$ cat src/hdl/crc32k_pkg.sv
// Shared types, constants and CRC table function for the CRC-32 frame engine.
package crc32k_pkg;

    localparam int unsigned DATA_W     = 8;
    localparam int unsigned CRC_W      = 32;
    localparam int unsigned MODE_W     = 2;
    localparam int unsigned S_TDATA_W  = 40;   // data_byte, expected_crc
    localparam int unsigned M_TDATA_W  = 48;   // crc_value, out_byte, crc_match, pad

    localparam logic [CRC_W-1:0] CRC_INIT     = 32'hFFFF_FFFF;
    localparam logic [CRC_W-1:0] CRC_XOROUT   = 32'hFFFF_FFFF;
    localparam logic [CRC_W-1:0] CRC_POLY_REF = 32'hD663_B05D;

    // Finishing modes carried with the last byte of a frame
    localparam logic [MODE_W-1:0] MODE_CALC   = 2'd0;
    localparam logic [MODE_W-1:0] MODE_CHECK  = 2'd1;
    localparam logic [MODE_W-1:0] MODE_APPEND = 2'd2;

    typedef enum logic [1:0] {
        KIND_CALC,
        KIND_CHECK,
        KIND_APPEND
    } job_kind_t;

    // One finished frame handed from the front to the back
    typedef struct packed {
        job_kind_t           kind;
        logic [CRC_W-1:0]    crc;
        logic [CRC_W-1:0]    expected;
    } job_t;

    // Byte table entry: eight reflected shift steps on an 8-bit index
    function automatic logic [CRC_W-1:0] crc_table_entry(input logic [DATA_W-1:0] idx);
        logic [CRC_W-1:0] r;
        r = {{(CRC_W-DATA_W){1'b0}}, idx};
        for (int k = 0; k < 8; k++) begin
            r = r[0] ? ((r >> 1) ^ CRC_POLY_REF) : (r >> 1);
        end
        return r;
    endfunction

    // Fold one byte into the running register
    function automatic logic [CRC_W-1:0] crc_fold(input logic [CRC_W-1:0] crc,
                                                  input logic [DATA_W-1:0] b);
        return (crc >> DATA_W) ^ crc_table_entry(crc[DATA_W-1:0] ^ b);
    endfunction

endpackage

$ cat src/hdl/crc32k_front.sv
// Front end: accepts frame bytes, runs the CRC and posts a job per finished frame.
module crc32k_front (
    input  logic                         clk,
    input  logic                         rst_n,
    input  logic                         s_tvalid,
    output logic                         s_tready,
    input  logic [crc32k_pkg::DATA_W-1:0] data_byte,
    input  logic [crc32k_pkg::CRC_W-1:0]  expected_crc,
    input  logic [crc32k_pkg::MODE_W-1:0] mode,
    input  logic                         last_byte,
    input  logic                         q_full,
    output logic                         push,
    output crc32k_pkg::job_t             push_job
);
    import crc32k_pkg::*;

    logic [CRC_W-1:0] crc_reg;
    logic [CRC_W-1:0] crc_next;
    logic [CRC_W-1:0] crc_fold_val;
    logic             accept;
    job_kind_t        kind;

    // Stall only while the job queue has no room
    assign s_tready = !q_full;
    assign accept   = s_tvalid && s_tready;

    assign crc_fold_val = crc_fold(crc_reg, data_byte);

    // Classify the finishing mode; the unused code falls back to calculate
    always_comb
    begin
        case (mode)
            MODE_CHECK:  kind = KIND_CHECK;
            MODE_APPEND: kind = KIND_APPEND;
            default:     kind = KIND_CALC;
        endcase
    end

    // Advance the register, restart it after the last byte
    always_comb
    begin
        crc_next = crc_reg;
        if (accept) begin
            crc_next = last_byte ? CRC_INIT : crc_fold_val;
        end
    end

    assign push              = accept && last_byte;
    assign push_job.kind     = kind;
    assign push_job.crc      = crc_fold_val ^ CRC_XOROUT;
    assign push_job.expected = expected_crc;

    always_ff @(posedge clk or negedge rst_n)
    begin
        if (!rst_n) begin
            crc_reg <= CRC_INIT;
        end else begin
            crc_reg <= crc_next;
        end
    end

endmodule

$ cat src/hdl/crc32k_queue.sv
// Short job queue between the front and back ends.
module crc32k_queue #(
    parameter int unsigned DEPTH = 4
) (
    input  logic             clk,
    input  logic             rst_n,
    input  logic             push,
    input  crc32k_pkg::job_t push_job,
    output logic             full,
    input  logic             pop,
    output crc32k_pkg::job_t head_job,
    output logic             empty
);
    import crc32k_pkg::*;

    localparam int unsigned PTR_W = (DEPTH > 1) ? $clog2(DEPTH) : 1;
    localparam int unsigned CNT_W = $clog2(DEPTH + 1);
    localparam logic [PTR_W-1:0] PTR_LAST = PTR_W'(DEPTH - 1);
    localparam logic [CNT_W-1:0] CNT_FULL = CNT_W'(DEPTH);

    job_t             mem [DEPTH];
    logic [PTR_W-1:0] wr_ptr_reg, wr_ptr_next;
    logic [PTR_W-1:0] rd_ptr_reg, rd_ptr_next;
    logic [CNT_W-1:0] count_reg, count_next;
    logic             do_push;
    logic             do_pop;

    assign full     = (count_reg == CNT_FULL);
    assign empty    = (count_reg == '0);
    assign do_push  = push && !full;
    assign do_pop   = pop && !empty;
    assign head_job = mem[rd_ptr_reg];

    // Advance pointers with wrap at the depth
    always_comb
    begin
        wr_ptr_next = wr_ptr_reg;
        rd_ptr_next = rd_ptr_reg;
        count_next  = count_reg;
        if (do_push) begin
            wr_ptr_next = (wr_ptr_reg == PTR_LAST) ? '0 : wr_ptr_reg + 1'b1;
        end
        if (do_pop) begin
            rd_ptr_next = (rd_ptr_reg == PTR_LAST) ? '0 : rd_ptr_reg + 1'b1;
        end
        if (do_push && !do_pop) begin
            count_next = count_reg + 1'b1;
        end else if (do_pop && !do_push) begin
            count_next = count_reg - 1'b1;
        end
    end

    always_ff @(posedge clk or negedge rst_n)
    begin
        if (!rst_n) begin
            wr_ptr_reg <= '0;
            rd_ptr_reg <= '0;
            count_reg  <= '0;
        end else begin
            wr_ptr_reg <= wr_ptr_next;
            rd_ptr_reg <= rd_ptr_next;
            count_reg  <= count_next;
        end
    end

    // Store jobs
    always_ff @(posedge clk)
    begin
        if (do_push) begin
            mem[wr_ptr_reg] <= push_job;
        end
    end

endmodule

$ cat src/hdl/crc32k_back.sv
// Back end: turns queued jobs into result requests through an output register.
module crc32k_back (
    input  logic                          clk,
    input  logic                          rst_n,
    input  crc32k_pkg::job_t              head_job,
    input  logic                          empty,
    output logic                          pop,
    output logic                          m_tvalid,
    input  logic                          m_tready,
    output logic [crc32k_pkg::CRC_W-1:0]  crc_value,
    output logic [crc32k_pkg::DATA_W-1:0] out_byte,
    output logic                          crc_match,
    output logic                          last_result
);
    import crc32k_pkg::*;

    logic              valid_reg;
    logic [CRC_W-1:0]  crc_reg;
    logic [DATA_W-1:0] byte_reg;
    logic              match_reg;
    logic              last_reg;
    logic [1:0]        idx_reg, idx_next;
    logic              load;
    logic [DATA_W-1:0] byte_sel;
    logic              final_item;

    // Refill the output register whenever a job waits and the register is empty or being drained
    assign load = !empty && (!valid_reg || m_tready);

    // Pick the CRC byte, most significant first
    always_comb
    begin
        case (idx_reg)
            2'd0:    byte_sel = head_job.crc[31:24];
            2'd1:    byte_sel = head_job.crc[23:16];
            2'd2:    byte_sel = head_job.crc[15:8];
            default: byte_sel = head_job.crc[7:0];
        endcase
    end

    assign final_item = (head_job.kind != KIND_APPEND) || (idx_reg == 2'd3);
    assign pop        = load && final_item;

    always_comb
    begin
        idx_next = idx_reg;
        if (load) begin
            idx_next = final_item ? 2'd0 : idx_reg + 2'd1;
        end
    end

    always_ff @(posedge clk or negedge rst_n)
    begin
        if (!rst_n) begin
            valid_reg <= 1'b0;
            idx_reg   <= 2'd0;
        end else begin
            idx_reg <= idx_next;
            if (load) begin
                valid_reg <= 1'b1;
            end else if (m_tready) begin
                valid_reg <= 1'b0;
            end
        end
    end

    // Capture the result request
    always_ff @(posedge clk)
    begin
        if (load) begin
            crc_reg   <= head_job.crc;
            byte_reg  <= (head_job.kind == KIND_APPEND) ? byte_sel : '0;
            match_reg <= (head_job.kind == KIND_CHECK) && (head_job.crc == head_job.expected);
            last_reg  <= final_item;
        end
    end

    assign m_tvalid    = valid_reg;
    assign crc_value   = crc_reg;
    assign out_byte    = byte_reg;
    assign crc_match   = match_reg;
    assign last_result = last_reg;

endmodule

$ cat src/hdl/crc32_koopman_calc_check_append_top.sv
// Top level of the CRC-32 (poly 0xBA0DC66B) calculate / check / append engine.
// Throughput: one data byte accepted per cycle unless the job queue is full; results leave at
// one per cycle while jobs wait and m_tready is high. The last byte of a frame posts a job to
// the queue, whose head the back end loads into the output register. Append mode yields four
// result requests per frame, set by the back-end byte counter. Reset (rst_n low, asynchronous)
// restores the CRC register to all ones and empties the job queue and output register.
module crc32_koopman_calc_check_append_top #(
    parameter int unsigned QUEUE_DEPTH = 4
) (
    input  logic                                clk,
    input  logic                                rst_n,
    input  logic                                s_tvalid,
    output logic                                s_tready,
    input  logic [crc32k_pkg::S_TDATA_W-1:0]    s_tdata,  // [7:0] data_byte, [39:8] expected_crc
    input  logic [crc32k_pkg::MODE_W-1:0]       s_tuser,  // [1:0] mode
    input  logic                                s_tlast,  // last_byte
    output logic                                m_tvalid,
    input  logic                                m_tready,
    output logic [crc32k_pkg::M_TDATA_W-1:0]    m_tdata,  // [31:0] crc_value, [39:32] out_byte,
                                                          // [40] crc_match, [47:41] zero
    output logic                                m_tlast   // last_result
);
    import crc32k_pkg::*;

    logic              q_full;
    logic              q_empty;
    logic              push;
    logic              pop;
    job_t              push_job;
    job_t              head_job;
    logic [CRC_W-1:0]  crc_value;
    logic [DATA_W-1:0] out_byte;
    logic              crc_match;

    crc32k_front u_front (
        .clk          (clk),
        .rst_n        (rst_n),
        .s_tvalid     (s_tvalid),
        .s_tready     (s_tready),
        .data_byte    (s_tdata[7:0]),
        .expected_crc (s_tdata[39:8]),
        .mode         (s_tuser),
        .last_byte    (s_tlast),
        .q_full       (q_full),
        .push         (push),
        .push_job     (push_job)
    );

    crc32k_queue #(
        .DEPTH (QUEUE_DEPTH)
    ) u_queue (
        .clk      (clk),
        .rst_n    (rst_n),
        .push     (push),
        .push_job (push_job),
        .full     (q_full),
        .pop      (pop),
        .head_job (head_job),
        .empty    (q_empty)
    );

    crc32k_back u_back (
        .clk         (clk),
        .rst_n       (rst_n),
        .head_job    (head_job),
        .empty       (q_empty),
        .pop         (pop),
        .m_tvalid    (m_tvalid),
        .m_tready    (m_tready),
        .crc_value   (crc_value),
        .out_byte    (out_byte),
        .crc_match   (crc_match),
        .last_result (m_tlast)
    );

    // Pack the result fields, lowest first
    assign m_tdata = {7'd0, crc_match, out_byte, crc_value};

endmodule

$ cat config.mk
export PLATFORM = sky130hd
export DESIGN_NAME = crc32_koopman_calc_check_append_top
export DESIGN_NICKNAME = d
export VERILOG_FILES = /design/src/hdl/crc32k_pkg.sv /design/src/hdl/crc32k_front.sv /design/src/hdl/crc32k_queue.sv /design/src/hdl/crc32k_back.sv /design/src/hdl/crc32_koopman_calc_check_append_top.sv
export SDC_FILE = /design/constraint.sdc
export NUM_CORES = 1
export LEC_CHECK = 0
export BUFFER_PORTS_ARGS = -buffer_cell sky130_fd_sc_hd__buf_4
export CORE_ASPECT_RATIO = 1.75
export CORE_MARGIN = 2
export CORE_UTILIZATION = 60
export CTS_CLUSTER_SIZE = 25
export DETAILED_ROUTE_END_ITERATION = 8
export GPL_TIMING_DRIVEN = 1
export PLACE_DENSITY = 0.89
export SYNTH_ARGS = -nofsm -noshare
export SYNTH_HDL_FRONTEND = slang
export SYNTH_SLANG_ARGS = --single-unit
$ cat constraint.sdc
create_clock -name clk -period 5.4 [get_ports clk]
set_clock_uncertainty 0.15 [all_clocks]
set_input_delay 0.27 -clock clk [delete_from_list [all_inputs] [get_ports clk]]
set_output_delay 0.27 -clock clk [all_outputs]
set_load 0.02 [all_outputs]
Word level (Yosys, flattened, before mapping)
Memory sizes are Yosys's and may differ from the RTL's.
Cells that the tools add are included.

cells by class
  bitwise gates (word level) = 11
  mux-type cells = 20
  add/sub/neg operators = 5
  equal/unequal tests = 12
  reduce and logical (&&, ||, !) cells = 20

operators with widths
  operator               count
  $mux W32               9
  $not A16 Y17           7
  $eq A32 B32 Y1         1
  $not A32 Y32           1
  $xor A24 B32 Y32       1
  $pmux W8 S3            1
  $not A5 Y17            1
  $eq A2 B2 Y1 const B   6
  $logic_and A1 B1 Y1    9
  $xor A8 B8 Y8          1
  $add A2 B1 Y2 const B  3
  $eq A2 B1 Y1 const B   3
  $mux W2                3
  $mux W3                2
  $logic_not A1 Y1       5
  $mux W1                4
  $pmux W2 S2            1
  $reduce_bool A2 Y1     2
  $add A3 B1 Y3 const B  1
  $eq A3 B3 Y1 const B   1
  $logic_not A3 Y1       1
  $sub A3 B1 Y3 const B  1
  $logic_not A2 Y1       1
  $logic_or A1 B1 Y1     2
  $ne A2 B2 Y1 const B   1

storage, ports and cells
  RAM bits = 264
  flip-flop bits (word level) = 84
  logic and storage cells = 79
  memories = 1
  output and inout port bits = 51

memories
  name         depth  bits a word  read ports  clocked after memory_dff  write ports  RTL line            text
  u_queue.mem  4      66           1           0                         1            crc32k_queue.sv:21  job_t mem [DEPTH];

Longest topological paths before layout
Gate-level depths: netlist of the first run.

  word-level depth = 19
  depth in mapped cells = 13

Modules after synthesis
Synthesis of the first run repeated with hierarchy kept, for this count alone.

second synthesis, totals
  cells, all modules = 747
  area total of the unflattened synthesis = 14521.4 um2

modules (own cells, without submodules)
  module                               seq. area each (um2)  area an instance (um2)  instances  cells an instance
  crc32k_queue                         8102.8                9985.8                  1          382
  crc32k_front                         840.8                 2407.3                  1          209
  crc32k_back                          1336.3                2064.5                  1          147
  crc32_koopman_calc_check_append_top  0.0                   63.8                    1          9

Least setup slack after synthesis of the first run
OpenSTA, ideal clock, no wires.

  kind = reg-to-reg
  from = reg u_queue.count_reg[0]
  to = mem u_queue.mem[1][0] (netlist name) (enable)
  arrival = 2.665 ns
  setup time = 0.432 ns
  setup slack = 2.154 ns
  clock period less this slack = 3.246 ns
  stages on the path, launching flop included = 6
  path through = dfrtp_1 nor2_1 nand2_1 and2_1 clkbuf_1 and3_1

between the ends
  longest elaborated chain between the ends = 7

ends and longest elaborated chain
  what                             RTL line                                   text
  start, declared                  crc32k_queue.sv:24                         logic [CNT_W-1:0] count_reg, count_next;
  start signal, assigned           crc32k_queue.sv:62                         count_reg <= count_next;
  $eq A3 B3 Y1 *                   crc32k_queue.sv:28                         assign full = (count_reg == CNT_FULL);
  $logic_not A1 Y1 *               crc32k_front.sv:24                         assign s_tready = !q_full;
  via s_tready                     crc32_koopman_calc_check_append_top.sv:13  output logic s_tready,
  $logic_and A1 B1 Y1              crc32k_front.sv:25                         assign accept = s_tvalid && s_tready;
  $logic_and A1 B1 Y1              crc32k_front.sv:48                         assign push = accept && last_byte;
  $logic_and A1 B1 Y1 *            crc32k_queue.sv:30                         assign do_push = push && !full;
  $mux W1 *                        crc32k_queue.sv:69                         if (do_push) begin
  $mux W1 (not written as such) *  crc32k_queue.sv:70                         mem[wr_ptr_reg] <= push_job;
  end, declared                    crc32k_queue.sv:21

Mark *: on every way through the listed nets, which the timed path passes. The rest lies on a longest branch.

Final worst setup path of the first run
  from = reg u_queue.rd_ptr_reg[0]
  to = reg u_queue.count_reg[2]

between the ends
  longest elaborated chain between the ends = 8

ends and longest elaborated chain
  what                                                  RTL line            text
  start, declared                                       crc32k_queue.sv:23  logic [PTR_W-1:0] rd_ptr_reg, rd_ptr_next;
  start signal, assigned                                crc32k_queue.sv:61  rd_ptr_reg <= rd_ptr_next;
  $mem_v2 Z4 W66 *                                      --
  $ne A2 B2 Y1 *                                        crc32k_back.sv:41   assign final_item = (head_job.kind != KIND_APPEND) || (idx_reg == 2'd3);
  $logic_or A1 B1 Y1 *                                  crc32k_back.sv:41
  $logic_and A1 B1 Y1 *                                 crc32k_back.sv:42   assign pop = load && final_item;
  $logic_and A1 B1 Y1 *                                 crc32k_queue.sv:31  assign do_pop = pop && !empty;
  $logic_not A1 Y1                                      crc32k_queue.sv:46  if (do_push && !do_pop) begin
  $logic_and A1 B1 Y1                                   crc32k_queue.sv:46
  $mux W3 / $reduce_bool A2 Y1 (equally long branches)  --

Mark *: on every way between the ends. The rest lies on a longest branch, timed or not.
A chain may end at the register's enable or synchronous reset.

==> metrics.md, run 1 <==
| Metric | Value |
|---|---|
| RR Endpoint | `u_queue.count_reg[2]$_DFFE_PN0P_` |
| Vias | `between 7k and 8k` |
| Layout area overhead | `15.8%` |
| Clk sinks | `around 350` |
| Cell variety after synth | `just over 40` |
| Inserted Clock Buffers | `27` |
| Mapped Area | `~0.014 sq mm` |
| Remaining global-route overflow | `0` |
| RR Startpoint | `u_queue.rd_ptr_reg[0]$_DFFE_PN0P_` |
| Nets | `roughly 910` |
| GRT Resource Usage Total | `25.8%` |
| Hold Violations, Final | `0` |
| Die height | `207 um` |
| Row count | `between 70 and 80` |
| Seq pwr share | `41.1%` |
| Fmax | `between 200 and 300 MHz` |
| FFs w/ async S/R, synth | `about an eighth` |
| RSZ-0062 raised after global routing | `false` |
| Final GP Congestion | `~0.9` |
| Postcts setup bufs | `0` |
| Max Slew Vio Count | `0` |
| Post-cts resize count | `0` |
| DRT Wirelength | `approximately 31000 um` |
| Detailed Place HPWL | `19500 um` |
| Pint | `0.00731 W` |
| Clock latency on the worst-skew pair | `around 0.54 ns` |
| Antenna violations before repair | `0` |
| Psw | `around 0.0042 W` |
| VDD IR max | `between 0.0003 and 0.0004 V` |
| Global-route wire length before repair | `~46000 um` |
| Avg Synthesized Cell Area | `a little under 20 sq um` |
| Vias per cell | `just over 6` |
| Initial Utilization | `around 61%` |
| Vias in the first global route | `7511` |
| Final period util | `about 70%` |
| CP Class | `flip-flop to flip-flop` |
| Worst-path clk slew | `0.07 ns` |
| DRC Markers | `0` |
| Die area | `around 0.025 sq mm` |
| Comb pwr share | `about two fifths` |
| Post-route ant nets | `0` |
| Hold WS | `approximately 0.12 ns` |
| H-Tree Depth | `1` |
| Largest net degree at the start of global routing | `67` |
| Leak pwr | `between 5 and 6 nW` |
| Port Buf Inserts | `90` |
| Family with the most delay on the worst path | `simple AND/OR/NAND/NOR gates` |
| Cells along the critical path | `mux4_2 -> nand2b_1 -> nor2_1 -> nor2_1 -> inv_1 -> ha_1 -> inv_1 -> fa_1 -> xor2_1 -> nor2_1 -> xor2_1` |
| Buffers plus inverters on the worst setup path | `2` |
| Setup_tns | `0 ns` |
| Synth warnings | `0` |
| Clock buffer depth | `3` |
| Crit. End Element | `flip-flop` |
| Number of flops mapped to enable cells by yosys | `approximately 310` |
| Sequential share of the synthesized area | `73.0%` |
| Core area | `between 0.02 and 0.025 sq mm` |
| Worst Hold Class | `input port to asynchronous set/reset pin` |
| N_diodes | `0` |
| Hold Buf Count CTS | `37` |
| Worst path most repeated cell | `nor2_1` |
| Share of layout cells above drive strength 1 | `31.4%` |
| First-pass detailed-route iteration total | `6` |
| Max FFs per register | `264` |
| WP data arrival | `around 4.1 ns` |
| Slowest CP cell | `dfrtp_4` |
| I/O pins | `98` |
| Total Power | `roughly 0.012 W` |
| CTS root buffer | `clkbuf_16` |
| Die Wd | `between 100 and 150 um` |
| Ys flop type | `edfxtp_1` |
| DRT iter0 DRCs | `between 800 and 900` |
| R2R Setup Slk | `1.61 ns` |
| DR WL/cell | `roughly 26 um` |
| Clock network power share | `approximately 17%` |
| Sw Share | `between 30 and 40%` |
| Worst reg2reg path depth | `11` |
| Final Setup Violations | `0` |
| PD cells | `about 710 mW/mm^2` |
| Max stage delay on crit path | `roughly 0.8 ns` |
| #FFs+latches synth | `about 350` |
| Maxcap violations | `0` |
| CP startpoint kind | `flip-flop` |
| CP Max Fanout | `28` |
| CTS tree | `built` |
| Worst relative slew slack | `22.7%` |
| Least-Margin Pin Slew | `about 1.2 ns` |
| Critical path required time | `roughly 5.7 ns` |
| Fin crit period | `between 3 and 4 ns` |
| Status | `finished clean` |
| Gate count after technology mapping | `around 700` |
routing by layer:
layer / GRT usage [%] / vias to the layer above / part of all wire [%] / wire length, um
li1: - / 3030 / - / -
met1: 30.9 / 3672 / 35 / 10700
met2: 45.9 / 430 / 54 / 16800
met3: 2.91 / 89 / 6.0 / 1860
met4: 13.9 / 0 / 5.5 / 1710
met5: 0 / - / 0 / 0
stage by stage:
step | util [%] | setup WS [ns] | instance area, sq um | cells
2_1_floorplan | - | 2.15 | 14100 | 723
3_3_place_gp | 64.8 | 1.95 | 15100 | 1093
3_5_place_dp | 64.8 | 1.78 | 15100 | 1093
4_1_cts | 70.1 | 1.58 | 16300 | 1178
5_1_grt | 70.1 | 1.37 | 16300 | 1178
6_report | 70.1 | 1.61 | 16300 | 1178
worst max-delay path by stage:
stage	from	endpoint	slack, ns	cells past startpoint
finish	u_queue.rd_ptr_reg[0]$_DFFE_PN0P_	u_queue.count_reg[2]$_DFFE_PN0P_	1.61	11
global route	u_queue.rd_ptr_reg[0]$_DFFE_PN0P_	u_queue.count_reg[2]$_DFFE_PN0P_	1.37	11
CTS	u_queue.rd_ptr_reg[0]$_DFFE_PN0P_	u_queue.count_reg[2]$_DFFE_PN0P_	1.58	11
detailed placement	u_queue.rd_ptr_reg[0]$_DFFE_PN0P_	u_queue.count_reg[2]$_DFFE_PN0P_	1.78	11
global placement	u_queue.rd_ptr_reg[0]$_DFFE_PN0P_	u_queue.count_reg[2]$_DFFE_PN0P_	1.95	11
floorplan	u_queue.count_reg[0]$_DFFE_PN0P_	u_queue.mem[1][0]$_DFFE_PP_	2.15	5
power groups by stage:
stage,registers [W],logic [W],clock network (W)
6_report,0.00474,0.00482,0.00197
3_3_place_gp,0.00473,0.00447,0
5_1_grt,0.00480,0.00505,0.00207
4_1_cts,0.00474,0.00476,0.00198
2_1_floorplan,0.00482,0.00308,0
3_5_place_dp,0.00478,0.00464,0
Yosys cell counts (2+ instances only):
cell      instances  area share, %
dfstp_2          32            6.0
xnor3_1           4           0.64
xor2_4            3           0.59
mux4_2           66             11
nor3_1            2          0.071
nand3_1           2          0.071
ha_1             10           0.89
buf_1             4           0.11
inv_1            10           0.27
xnor2_1          33            2.1
o21ai_0           2          0.071
buf_6             5           0.40
and3_1            4           0.18
buf_4             9           0.48
nor4_1            7           0.31
dfrtp_1          10            1.8
a222oi_1          8           0.57
a21oi_2           4           0.25
xnor2_2          11            1.3
edfxtp_1        306             65
clkbuf_1         14           0.37
buf_2             5           0.18
nor2_1           54            1.4
nand2_1           6           0.16
a21oi_1          36            1.3
mux2_2            5           0.40
xor2_1           49            3.0
nor2b_1           3           0.13
layout make-up:
class,instances,area (sq um)
multi-input combinational,327,3570
inverter,11,41.3
fill,1314,6950
clock buffer,35,726
tap,304,380
timing repair buffer,140,1160
clock inverter,13,136
sequential,348,10300
cells in the final DEF, fill, tap and decap left out, drive strengths merged, types with 2 or more instances in the layout:
master,netlist,layout
a21oi,40,40
a222oi,8,8
and3,4,4
buf,23,103
bufinv,0,3
clkbuf,14,35
clkinv,0,10
conb,1,7
dfrtp,10,10
dfstp,32,32
dlygate4sd3,0,37
edfxtp,306,306
ha,10,10
inv,11,10
mux2,5,5
mux4,66,66
nand2,6,6
nand3,2,2
nor2,54,54
nor2b,3,3
nor3,3,3
nor4,7,7
o21ai,2,2
xnor2,45,45
xnor3,6,6
xor2,53,53
cell families (layout without fill, tap and decap cells):
| family | after synthesis | in the layout | synth area share [%] |
|---|---|---|---|
| AO/OA/AOI/OAI | 51 | 51 | 2.22 |
| XOR/XNOR | 104 | 104 | 8.27 |
| adder cells (fa/ha/maj) | 11 | 11 | 1.03 |
| buffers and inverters | 48 | 199 | 1.83 |
| flip-flops | 348 | 348 | 73.0 |
| multiplexers | 71 | 71 | 11.0 |
| other | 1 | 7 | 0.0266 |
| AND/OR/NAND/NOR | 83 | 83 | 2.63 |
Note: power is estimated with default switching activity, not from simulation.
==> run 2: changes to the inputs <==
- CORE_UTILIZATION: 60 -> 54
- PLACE_DENSITY: 0.89 -> 0.85
- clock period: 5.4 -> 3.3 ns (I/O delays scaled with it)
==> metrics.md, run 2 (synthesis gave the netlist of run 1 again) <==
| Metric | Value |
|---|---|
| Commonest non-fill, non-tap cell in the layout | `edfxtp_1` |
| CTS tree | `built` |
| Setup_tns | `0 ns (unchanged)` |
| I/O pins | `98 (unchanged)` |
| RR Endpoint | `u_back.crc_match$_DFFE_PP_` |
| Global-route wire length before repair | `45600 um (-1.6%)` |
| Antenna violations before repair | `0 (unchanged)` |
| Critical path required time | `3.55 ns (-2.17 ns)` |
| CP endpoint | `u_back.crc_match$_DFFE_PP_` |
| R2R Setup Slk | `0.39 ns (-1.23 ns)` |
| Nets | `929 (+1.8%)` |
| Setup crit start | `u_queue.rd_ptr_reg[0]$_DFFE_PN0P_` |
| Hold Buf Count CTS | `40 (+8.1%)` |
| RR Startpoint | `u_queue.rd_ptr_reg[0]$_DFFE_PN0P_` |
| Maxcap violations | `0 (unchanged)` |
| Vias per cell | `5.85 (-4.6%)` |
| DR WL/cell | `25.0 um (-5.4%)` |
| Postcts setup bufs | `0 (unchanged)` |
| Die height | `218 um (+5.3%)` |
| Die area | `0.0274 sq mm (+11%)` |
| CP startpoint kind | `flip-flop` |
| Hold Violations, Final | `0 (unchanged)` |
| PD cells | `1150 mW/mm^2 (+62%)` |
| CP Class | `flip-flop to flip-flop` |
| VDD IR max | `0.000697 V (+75%)` |
| Final period util | `88.2% (+18 points)` |
| First-pass detailed-route iteration total | `5 (-1)` |
| Least-Margin Pin Slew | `0.713 ns (-0.446 ns)` |
| DRT Wirelength | `30300 um (-2.5%)` |
| Clk sinks | `348 (unchanged)` |
| Fmax | `344 MHz (+30%)` |
| Final Setup Violations | `0 (unchanged)` |
| Clock buffer depth | `3 (unchanged)` |
| Initial Utilization | `54.6% (-5.9 points)` |
| Layout area overhead | `18.2%` |
| H-Tree Depth | `1 (unchanged)` |
| DRC Markers | `0 (unchanged)` |
| Final GP Congestion | `0.816 (-8.0%)` |
| DRT iter0 DRCs | `766 (-13%)` |
| Vias | `7096 (-1.7%)` |
| CP Max Fanout | `49 (+75%)` |
| Top sig layer | `met4` |
| Hold Crit Start | `s_tvalid` |
| Fin util | `64.6% (-5.5 points)` |
| Max Slew Vio Count | `0 (unchanged)` |
| Fillers | `1661 (+26%)` |
| CTS root buffer | `clkbuf_16` |
| Worst Hold Class | `input port to flip-flop` |
| Area of the multi-input gates | `0.00357 sq mm (unchanged)` |
| Share of layout cells above drive strength 1 | `32.8% (+1.5 points)` |
| Met1 WL | `10700 um (-0.46%)` |
| Port Buf Inserts | `90 (unchanged)` |
| Worst relative slew slack | `52.1% (+29 points)` |
| Core area | `0.0258 sq mm (+11%)` |
| Inserted Clock Buffers | `28 (+3.7%)` |
| Max FFs per register | `264 (unchanged)` |
| Remaining global-route overflow | `0 (unchanged)` |
| Worst-path clk slew | `0.07 ns (about the same)` |
| Post-cts resize count | `0 (unchanged)` |
| Leak pwr | `5.79 nW (+2.6%)` |
| Worst reg2reg path depth | `6 (-5)` |
| Total Power | `0.0191 W (+66%)` |
| Fin crit period | `2.91 ns (-0.875 ns)` |
| Largest net degree at the start of global routing | `67 (unchanged)` |
| Crit. End Element | `flip-flop` |
| Die Wd | `126 um (+5.2%)` |
| Post-route ant nets | `0 (unchanged)` |
| WP data arrival | `3.16 ns (-0.95 ns)` |
| FF+latch area | `0.0103 sq mm (unchanged)` |
| Detailed Place HPWL | `19800 um (+1.2%)` |
| Vias in the first global route | `7622 (+1.5%)` |
| GRT Resource Usage Total | `22.2% (-3.5 points)` |
| RSZ-0062 raised after global routing | `false` |
| WL met3 | `1600 um (-14%)` |
| Clock latency on the worst-skew pair | `0.55 ns (about the same)` |
| Metal2 WL | `16300 um (-2.9%)` |
| Status | `finished clean` |
| Commonest cells after routing, fill and taps aside | `edfxtp_1, buf_4, mux4_2` |
| Row count | `78 (+5.4%)` |
| N_diodes | `0 (unchanged)` |
[run 2: cell types whose count changed in the layout (fill, tap and decap cells not counted), sizes merged]
cell         before  now
clkbuf           35   32
inv              10   11
dlygate4sd3      37   40
buf             103  115
clkinvlp          1    4
bufinv            3    5
clkinv           10   11
[run 2: worst min path at each step]
stage	to	cells after the start
global placement	u_back.m_tvalid$_DFFE_PN0P_	1
global route	u_queue.wr_ptr_reg[0]$_DFFE_PN0P_	4
detailed placement	u_back.m_tvalid$_DFFE_PN0P_	1
CTS	u_queue.wr_ptr_reg[1]$_DFFE_PN0P_	4
finish	u_queue.wr_ptr_reg[1]$_DFFE_PN0P_	4
floorplan	u_back.idx_reg[0]$_DFFE_PN0P_	0
[run 2: worst max-delay path, cell delays in order (launching register included)]
cell      delay [ns]
dfrtp_4         0.46
buf_12          0.32
mux4_2          0.65
xor2_1          0.23
nor4_1          0.34
nand4b_1        0.31
nor3_2          0.25
[run 2: metal layers]
metal	global-route usage [%]	vias to the layer above
met2	39.2	311
met3	2.72	79
met4	12.5	0
met5	0	-
met1	26.3	3640
li1	-	3066
[run 2: power breakdown]
group          internal, W  switching [W]
clock              0.00200        0.00149
combinational      0.00311        0.00487
sequential         0.00718       0.000463
[run 2: cell type report]
class	count	share of cell area, %
inverter	11	0.248
clock buffer	32	4.43
multi-input combinational	327	21.4
timing repair buffer	155	8.27
tap	320	2.41
sequential	348	61.8
clock inverter	20	1.41
[run 2: through the flow]
step	setup WS [ns]	area [sq um]	hold slack, ns	instances
final	0.390	16600	0.0644	1213
after global routing	0.293	16600	0.0847	1213
after CTS	0.379	16600	0.0575	1213
after detailed placement	0.379	15300	0.0453	1121
after global placement	0.326	15300	0.0352	1121
after floorplan	0.0539	14100	-0.281	723
==> run 3: changes to the inputs <==
- SLEW_MARGIN: unset -> 25
- clock period: 3.3 -> 2.6 ns (I/O delays scaled with it)
==> metrics.md, run 3 (synthesis gave the netlist of run 1 again) <==
| Metric | Value |
|---|---|
| Initial Utilization | `54.6% (unchanged)` |
| Remaining global-route overflow | `0 (unchanged)` |
| Die height | `218 um (unchanged)` |
| Cells along the critical path | `buf_12 -> buf_4 -> mux4_2 -> xor2_1 -> nor4_1 -> nand4_1 -> nor3_2` |
| Sw Share | `36.8% (+1.1 points)` |
| CP startpoint kind | `flip-flop` |
| Vias | `7630 (+7.5%)` |
| Share of layout cells above drive strength 1 | `38.5% (+5.7 points)` |
| DRT iter0 DRCs | `823 (+7.4%)` |
| R2R Setup Slk | `-0.16 ns (-0.55 ns)` |
| FF+latch area | `0.0103 sq mm (unchanged)` |
| I/O pins | `98 (unchanged)` |
| Pint | `0.0163 W (+33%)` |
| Failing checks | `negative setup slack` |
| Layout area overhead | `21.8%` |
| First-pass detailed-route iteration total | `5 (unchanged)` |
| GRT Resource Usage Total | `24.1% (+1.8 points)` |
| Top sig layer | `met4` |
| Core area | `0.0258 sq mm (unchanged)` |
| Commonest cells after routing, fill and taps aside | `edfxtp_1, buf_4, mux4_2` |
| DR WL/cell | `27.7 um (+11%)` |
| Comb pwr share | `45.5% (+3.8 points)` |
| Crit. End Element | `flip-flop` |
| Clk sinks | `348 (unchanged)` |
| Die area | `0.0274 sq mm (unchanged)` |
| Status | `complete, but fails checks` |
| Post-route ant nets | `0 (unchanged)` |
| Row count | `78 (unchanged)` |
| Clock buffer depth | `3 (unchanged)` |
| Port Buf Inserts | `90 (unchanged)` |
| Worst-path clk slew | `0.08 ns (about the same)` |
| PD cells | `1510 mW/mm^2 (+31%)` |
| Inserted Clock Buffers | `27 (-3.6%)` |
| CP Max Fanout | `9 (-82%)` |
| VDD IR max | `0.000716 V (+2.7%)` |
| Fillers | `1553 (-6.5%)` |
| Slowest CP cell | `mux4_2` |
| Antenna violations before repair | `0 (unchanged)` |
| Psw | `0.00951 W (+39%)` |
| Metal2 WL | `19200 um (+18%)` |
| RSZ-0062 raised after global routing | `true` |
| Maxcap violations | `0 (unchanged)` |
| Nets | `980 (+5.5%)` |
| Max FFs per register | `264 (unchanged)` |
| Seq pwr share | `37.7% (-2.3 points)` |
| Leak pwr | `6.07 nW (+4.8%)` |
| Vias per cell | `6.05 (+3.4%)` |
| CTS tree | `built` |
| Vias in the first global route | `7807 (+2.4%)` |
| Worst slack at placement | `-0.182 ns (-0.561 ns)` |
| Global-route wire length before repair | `48300 um (+5.9%)` |
| H-Tree Depth | `1 (unchanged)` |
| CP Class | `flip-flop to flip-flop` |
| Least-Margin Pin Slew | `0.626 ns (-0.0866 ns)` |
| Clock network power share | `16.7% (-1.6 points)` |
| Hold WS | `0.0551 ns (-0.00930 ns)` |
| Worst setup margin | `-0.164 ns (-0.553 ns)` |
| N_diodes | `0 (unchanged)` |
| Clock latency on the worst-skew pair | `0.55 ns (about the same)` |
| WP data arrival | `2.99 ns (-0.17 ns)` |
| Worst relative slew slack | `58.1% (+6.0 points)` |
| Max stage delay on crit path | `0.60 ns (-0.05 ns)` |
| Final Setup Violations | `7 (+7)` |
| Detailed Place HPWL | `20400 um (+3.0%)` |
| Met1 WL | `11500 um (+7.4%)` |
| WL met3 | `2120 um (+33%)` |
| Max Slew Vio Count | `0 (unchanged)` |
| Die Wd | `126 um (unchanged)` |
| Fin crit period | `2.76 ns (-0.147 ns)` |
| CTS root buffer | `clkbuf_16` |
| Final GP Congestion | `0.853 (+4.6%)` |
| Area of the multi-input gates | `0.00364 sq mm (+2.1%)` |
| Final period util | `106% (+18 points)` |
| Placed Cells | `1150 (+2.6%)` |
| Hold Violations, Final | `0 (unchanged)` |
| Commonest non-fill, non-tap cell in the layout | `edfxtp_1` |
| Worst Hold Class | `input port to flip-flop` |
| Largest net degree at the start of global routing | `50 (-25%)` |
| Fmax | `362 MHz (+5.3%)` |
| DRC Markers | `0 (unchanged)` |
| Post-route insts no fill | `1262 (+4.0%)` |
| Critical path required time | `2.83 ns (-0.72 ns)` |
| DRT Wirelength | `34900 um (+15%)` |
[run 3: cell types whose count changed in the layout (fill, tap and decap cells not counted), moves of 3 or more]
cell      previous run  this run
inv_6                0         3
nor2_1              54        50
nor4_1               7         4
clkinv_1             6         1
clkinv_4             0         3
buf_4              106       153
[run 3: final cells by class]
class,count,share of cell area (%)
inverter,11,0.241
multi-input combinational,327,21.2
clock inverter,20,1.34
clock buffer,29,4.04
tap,320,2.34
sequential,348,60.0
timing repair buffer,207,10.8
[run 3: worst paths after layout]
check / start / endpoint / cells past startpoint
min in group asynchronous: rst_n / u_front.crc_reg[1]$_DFFE_PN1N_ / 2
max reg2reg: u_queue.rd_ptr_reg[0]$_DFFE_PN0P_ / u_back.crc_match$_DFFE_PP_ / 7
min reg2reg: u_front.crc_reg[9]$_DFFE_PN1N_ / u_front.crc_reg[9]$_DFFE_PN1N_ / 2
max: u_queue.rd_ptr_reg[0]$_DFFE_PN0P_ / u_back.crc_match$_DFFE_PP_ / 7
max in group asynchronous: rst_n / u_queue.rd_ptr_reg[0]$_DFFE_PN0P_ / 3
min: s_tvalid / u_queue.wr_ptr_reg[0]$_DFFE_PN0P_ / 4
[run 3: worst max-delay path, delay by kind of cell, from the launching register on]
family	cells	cell delay [ns]
buf+inv	2	0.30
xor+xnor	1	0.21
simple gates	3	0.78
flops	1	0.54
mux	1	0.60
[run 3: metrics by stage]
step | total power (W) | TNS (ns) | area [sq um] | utilization (%)
final | 0.0258 | -0.530 | 17100 | 66.5
after global routing | 0.0267 | -1.03 | 17100 | 66.5
after CTS | 0.0251 | -0.270 | 16900 | 65.7
after detailed placement | 0.0204 | -0.354 | 15500 | 60.2
after global placement | 0.0199 | -0.124 | 15500 | 60.2
after floorplan | 0.0164 | -0.0128 | 14100 | -
[run 3: per-layer routing]
layer | track usage, % | vias up
met5 | 0 | -
met4 | 13.2 | 0
met3 | 2.23 | 113
met2 | 44.6 | 468
met1 | 27.1 | 3882
li1 | - | 3167
[run 3: power groups by stage]
stage	sequential [W]	combinational, W	clock (W)
2_1_floorplan	0.00999	0.00644	0
3_3_place_gp	0.00963	0.0103	0
3_5_place_dp	0.00974	0.0106	0
4_1_cts	0.00968	0.0111	0.00435
5_1_grt	0.00985	0.0123	0.00455
6_report	0.00976	0.0118	0.00433
[run 3: timing repair]
item	in CTS	in global routing
setup buffers	4	18
endpoints found under the hold margin	187	0
gates resized for setup	8	9
pin swaps	4	8
setup endpoints to repair	4	8
gates cloned	1	1
hold buffers	39	0
